[config.mk]
export PLATFORM = sky130hd
export DESIGN_NAME = pas_ctrl
export DESIGN_NICKNAME = d
export VERILOG_FILES = /design/src/rtl/core/pas_pkg.sv /design/src/rtl/core/pas_ctrl.sv
export SDC_FILE = /design/constraint.sdc
export NUM_CORES = 1
export LEC_CHECK = 0
export ABC_AREA = 1
export BUFFER_PORTS_ARGS = -buffer_cell sky130_fd_sc_hd__buf_2
export CAP_MARGIN = 25
export CORE_ASPECT_RATIO = 0.9
export CORE_MARGIN = 2
export CORE_UTILIZATION = 35
export CTS_BUF_LIST = sky130_fd_sc_hd__clkbuf_16
export DETAILED_ROUTE_END_ITERATION = 16
export PLACE_DENSITY_LB_ADDON = 0.2
export SYNTH_ARGS = -nofsm -noshare
export SYNTH_HDL_FRONTEND = slang
export SYNTH_SLANG_ARGS = --single-unit
[constraint.sdc]
create_clock -name aclk -period 2 [get_ports aclk]
set_input_delay 0.4 -clock aclk [delete_from_list [all_inputs] [get_ports aclk]]
set_output_delay 0.4 -clock aclk [all_outputs]
set_load 0.05 [all_outputs]
[src/rtl/core/pas_pkg.sv]
// pas_pkg: shared constants and types for the polyline arc-length sampler
// depends on nothing; imported by pas_ctrl, pas_dp, the top level and the testbench
package pas_pkg;

    localparam int MAX_POINTS = 256;
    localparam int ADDR_W     = $clog2(MAX_POINTS);
    localparam int CNT_W      = $clog2(MAX_POINTS + 1);
    localparam int COORD_W    = 24;
    localparam int LEN_W      = 32;
    localparam int POS_W      = 17;
    localparam int SQ_W       = 50;
    localparam int SQRT_STEPS = SQ_W / 2;
    localparam int FRAC_W     = 16;
    localparam int STEP_W     = 5;

    localparam logic [POS_W-1:0] POS_ONE = POS_W'(1 << FRAC_W);

    localparam logic CMD_APPEND = 1'b0;
    localparam logic CMD_QUERY  = 1'b1;

    typedef enum logic [1:0] {
        ST_OK    = 2'd0,
        ST_EMPTY = 2'd1,
        ST_FULL  = 2'd2
    } status_t;

    typedef struct packed {
        logic signed [COORD_W-1:0] x;
        logic signed [COORD_W-1:0] y;
        logic [LEN_W-1:0]          cum;
    } mem_entry_t;

    typedef struct packed {
        logic load;
        logic dispatch;
        logic diff;
        logic sq_x;
        logic sq_y;
        logic sum;
        logic sqrt_step;
        logic seg;
        logic tgt;
        logic probe;
        logic cmp;
        logic rd_lo;
        logic rd_hi;
        logic cap_hi;
        logic div_init;
        logic div_step;
        logic lerp_x;
        logic lerp_y;
        logic fin_y;
        logic out_load;
    } dp_cmd_t;

    typedef struct packed {
        logic is_query;
        logic empty;
        logic full;
        logic phase_close;
        logic step_last;
        logic search_more;
        logic hit;
        logic out_free;
    } dp_stat_t;

endpackage

[src/rtl/core/pas_ctrl.sv]
// pas_ctrl: sequencing state machine for append and query transactions
// depends on pas_pkg; drives pas_dp through dp_cmd_t, reads dp_stat_t
module pas_ctrl
    import pas_pkg::*;
(
    input  logic     aclk,
    input  logic     aresetn,
    input  logic     s_valid,
    output logic     s_ready,
    input  dp_stat_t stat,
    output dp_cmd_t  cmd
);

    typedef enum logic [19:0] {
        S_IDLE    = 20'h00001,
        S_DISPATCH = 20'h00002,
        S_DIFF    = 20'h00004,
        S_SQX     = 20'h00008,
        S_SQY     = 20'h00010,
        S_SUM     = 20'h00020,
        S_SQRT    = 20'h00040,
        S_SEG     = 20'h00080,
        S_TGT     = 20'h00100,
        S_SEARCH  = 20'h00200,
        S_CMP     = 20'h00400,
        S_RDLO    = 20'h00800,
        S_RDHI    = 20'h01000,
        S_CAPHI   = 20'h02000,
        S_DIVINIT = 20'h04000,
        S_DIV     = 20'h08000,
        S_LX      = 20'h10000,
        S_LY      = 20'h20000,
        S_PY      = 20'h40000,
        S_DONE    = 20'h80000
    } state_t;

    state_t state_reg, state_next;

    assign s_ready = (state_reg == S_IDLE);

    always_comb begin
        state_next = state_reg;
        cmd        = '0;
        case (state_reg)
            S_IDLE: begin
                if (s_valid) begin
                    cmd.load   = 1'b1;
                    state_next = S_DISPATCH;
                end
            end
            S_DISPATCH: begin
                cmd.dispatch = 1'b1;
                if (stat.is_query) begin
                    state_next = stat.empty ? S_DONE : S_TGT;
                end else if (stat.full || stat.empty) begin
                    state_next = S_DONE;
                end else begin
                    state_next = S_DIFF;
                end
            end
            S_DIFF: begin
                cmd.diff   = 1'b1;
                state_next = S_SQX;
            end
            S_SQX: begin
                cmd.sq_x   = 1'b1;
                state_next = S_SQY;
            end
            S_SQY: begin
                cmd.sq_y   = 1'b1;
                state_next = S_SUM;
            end
            S_SUM: begin
                cmd.sum    = 1'b1;
                state_next = S_SQRT;
            end
            S_SQRT: begin
                cmd.sqrt_step = 1'b1;
                if (stat.step_last) begin
                    state_next = S_SEG;
                end
            end
            S_SEG: begin
                cmd.seg    = 1'b1;
                state_next = stat.phase_close ? S_DONE : S_DIFF;
            end
            S_TGT: begin
                cmd.tgt    = 1'b1;
                state_next = S_SEARCH;
            end
            S_SEARCH: begin
                if (stat.search_more) begin
                    cmd.probe  = 1'b1;
                    state_next = S_CMP;
                end else begin
                    state_next = S_RDLO;
                end
            end
            S_CMP: begin
                cmd.cmp    = 1'b1;
                state_next = stat.hit ? S_DONE : S_SEARCH;
            end
            S_RDLO: begin
                cmd.rd_lo  = 1'b1;
                state_next = S_RDHI;
            end
            S_RDHI: begin
                cmd.rd_hi  = 1'b1;
                state_next = S_CAPHI;
            end
            S_CAPHI: begin
                cmd.cap_hi = 1'b1;
                state_next = S_DIVINIT;
            end
            S_DIVINIT: begin
                cmd.div_init = 1'b1;
                state_next   = S_DIV;
            end
            S_DIV: begin
                cmd.div_step = 1'b1;
                if (stat.step_last) begin
                    state_next = S_LX;
                end
            end
            S_LX: begin
                cmd.lerp_x = 1'b1;
                state_next = S_LY;
            end
            S_LY: begin
                cmd.lerp_y = 1'b1;
                state_next = S_PY;
            end
            S_PY: begin
                cmd.fin_y  = 1'b1;
                state_next = S_DONE;
            end
            S_DONE: begin
                if (stat.out_free) begin
                    cmd.out_load = 1'b1;
                    state_next   = S_IDLE;
                end
            end
            default: begin
                state_next = S_IDLE;
            end
        endcase
    end

    always_ff @(posedge aclk) begin
        if (!aresetn) begin
            state_reg <= S_IDLE;
        end else begin
            state_reg <= state_next;
        end
    end

    assert property (@(posedge aclk) disable iff (!aresetn)
        (s_valid && s_ready) |=> !s_ready)
        else $error("accepted a transaction while busy");

endmodule

==> metrics.cfg <==
[run_status]
status = finished clean

[cts]
clk_latency_ns = 0.26
root_buffer = clkbuf_16
cts_hold_buf = 0
cts_buffers = 3
clk_pin_slew_worst_paths_ns = 0.06
h-tree-depth = 1
cts_tree = yes
clockBufferDepth = 2
numClockSinks = 20

[grt]
grt_pass1_wl_um = 5150
grt_antenna_before_repair = 0
grt_util_all_layers_pct = 14.8
grt_pass1_vias = 1143
grt_max_degree = 20
gr-total-overflow = 0

[sta]
skew_ns = 0.00370
setup_tns_ns = 0
hold_viol_final = 0
tightest_slew_ns = 0.449
period_share_pct = 96.3
min_period_ns = 1.93
setup_viol = 0
worst_hold_slack_ns = 0.336
max_freq_ghz = 0.519
slew_violations = 0
slew_headroom_pct = 69.8

[finish]
drive_above_1_share_pct = 45.1
area_delta_synth_final_pct = 48.5
nets = 258
layout_common_cells = inv_1, nand2_1, nor2_1, nor2_4, dfxtp_1
multi_input_area_um2 = 948
fill_cells = 385
final_util_pct = 54.7
largest_reg_flops = 20
final_area_um2 = 2050
antenna_cells = 0
layout_commonest_cell = inv_1
regArea_um2 = 408

[yosys]
synth_top_family_by_area = simple AND/OR/NAND/NOR gates
synth-compound-area-share_pct = 2.80
synth_warnings = 0
ys.flop_type = dfxtp_1
syn_nets = 213
synth_area_um2 = 1380
ys_ff_latch = 20
synth-adder-area-share_pct = 0
yosysTopAreaCell = dfxtp_1
synthDistinctLibCells = 29
yosys-top-cells-area = dfxtp_1, inv_1, nor2_1, nand2_1, nand3_1
syn_avg_cell_area_um2 = 6.85
postSynthCellCount = 202
yosysTopAreaCellShare_pct = 28.9
async_flop_share_pct = 0
synthSimpleGateAreaFrac_pct = 54.9
synth-seq-area-share_pct = 28.9
synthMuxAreaShare_pct = 0
synth_edf_count = 0
synth-xor-area-share_pct = 0

[critical_path]
crit_type = reg2out
setup.worst_path.start_class = flip-flop
cp.depth = 7
cp-endpoint = cmd[14]
rr_worst_depth = 10
crit_chain = nor2_4 > nand2_4 > nor2_8 > buf_12 > nand2_2 > nor2_4 > buf_6
endpoint_kind = output pin
rrSetupSlack_ns = 0.28
crit_path_top_delay_cell = dfxtp_1
startpoint = state_reg[11]
r2r_start = state_reg[7]
worstPathRequired_ns = 1.60
crit_family = simple AND/OR/NAND/NOR gates
path_buf_inv = 2
worstReg2RegEnd = state_reg[19]
slowest_delay_ns = 0.35
crit_arrival_ns = 1.53
cpMostUsedCell = nor2_4
path_max_fanout = 5

[pwr]
peakVddDrop_v = 0.00100
p_total_mw = 2.24
internal_power_mw = 1.25
p_comb_share_pct = 53.8
seqPwrFrac_pct = 21.1
p_sw_mw = 0.992
p_clk_share_pct = 25.2
p_leak_nw = 0.986
swShare_pct = 44.3
powerDensity_nw_per_um2 = 1090

[route]
dr_wl_met3_um = 147
vias_per_cell = 4.67
highest_layer = met4
wl_met1_um = 1660
detail-route-antenna-nets = 0
wl_per_cell_um = 11.9
wl_met2_um = 1630
wl_um = 3470
drt_iter0_markers = 30
drtPass1Iterations = 5
num_vias = 1365
drcViolationCount = 0

[floorplanning]
die_area_um2 = 4470
core_um2 = 3760
dieHeight_um = 63.7
die_x_um = 70.3
io_pins = 32
start_util_pct = 36.8
rows = 21

[min_path]
min_path_type = in2reg

[place]
port_buffers = 31
post-dp-hpwl_um = 2490
postPlaceCellArea_um2 = 1590
gp_routability_congestion = 0.781

[job]
max_cap_viol_count = 0

==> area by class of cell <==
| class | count | share of cell area (%) |
|---|---|---|
| Clock buffer | 3 | 3.65 |
| Clock inverter | 1 | 1.46 |
| Inverter | 43 | 8.22 |
| Multi-Input combinational cell | 137 | 46.2 |
| Sequential cell | 20 | 19.9 |
| Tap cell | 46 | 2.80 |
| Timing Repair Buffer | 42 | 17.8 |
==> power by group through the flow <==
stage / combinational [mW] / sequential [mW] / clock [mW]
final: 1.20 / 0.472 / 0.564
after global routing: 1.33 / 0.476 / 0.588
after CTS: 0.880 / 0.466 / 0.575
after detailed placement: 0.873 / 0.474 / 0
after global placement: 0.870 / 0.474 / 0
after floorplan: 0.751 / 0.469 / 0
==> what timing repair did <==
action,CTS,global route
pin swaps,0,15
gates resized for setup,14,64
setup endpoints to repair,11,20
buffers inserted,0,10
==> per-stage QoR <==
stage	setup slack, ns	cells
floorplan	0.0390	202
global placement	0.206	278
detailed placement	0.219	278
CTS	-0.0104	282
global route	-0.0236	292
finish	0.0746	292
==> cell families after synthesis <==
logic type             count (synthesis)
buffers and inverters                 45
and+or+nand+nor                      130
DFF                                   20
AOI/OAI and AO/OA                      7
==> how the worst min path moves through the flow <==
stage	startpoint	end	slack (ns)	cells past startpoint
after global routing	stat[2]	state_reg[11]	0.34	2
final	stat[2]	state_reg[11]	0.34	2
after floorplan	stat[2]	state_reg[11]	0.48	1
after global placement	state_reg[15]	state_reg[15]	0.55	4
after CTS	stat[2]	state_reg[11]	0.32	2
after detailed placement	state_reg[15]	state_reg[15]	0.55	4
==> synthesized netlist by cell type (3+ instances only) <==
cell and number:
inv_1 35, nor2_1 33, nand2_1 28, dfxtp_1 20, nand3_1 17, nor2_2 8, nor3_2 7, inv_2 6
nand2_2 6, nand3_2 5, nor2_4 5, nor3_1 4, nor3b_1 4, a21oi_1 3, nor3b_2 3, nor4_1 3
==> routing by layer <==
| metal | global-route usage, % | vias to the layer above |
|---|---|---|
| met1 | 20.2 | 609 |
| met4 | 3.61 | 0 |
| li1 | - | 721 |
| met3 | 4.16 | 2 |
| met2 | 23.0 | 33 |
| met5 | 0 | - |
(Power assumes the default switching activity.)
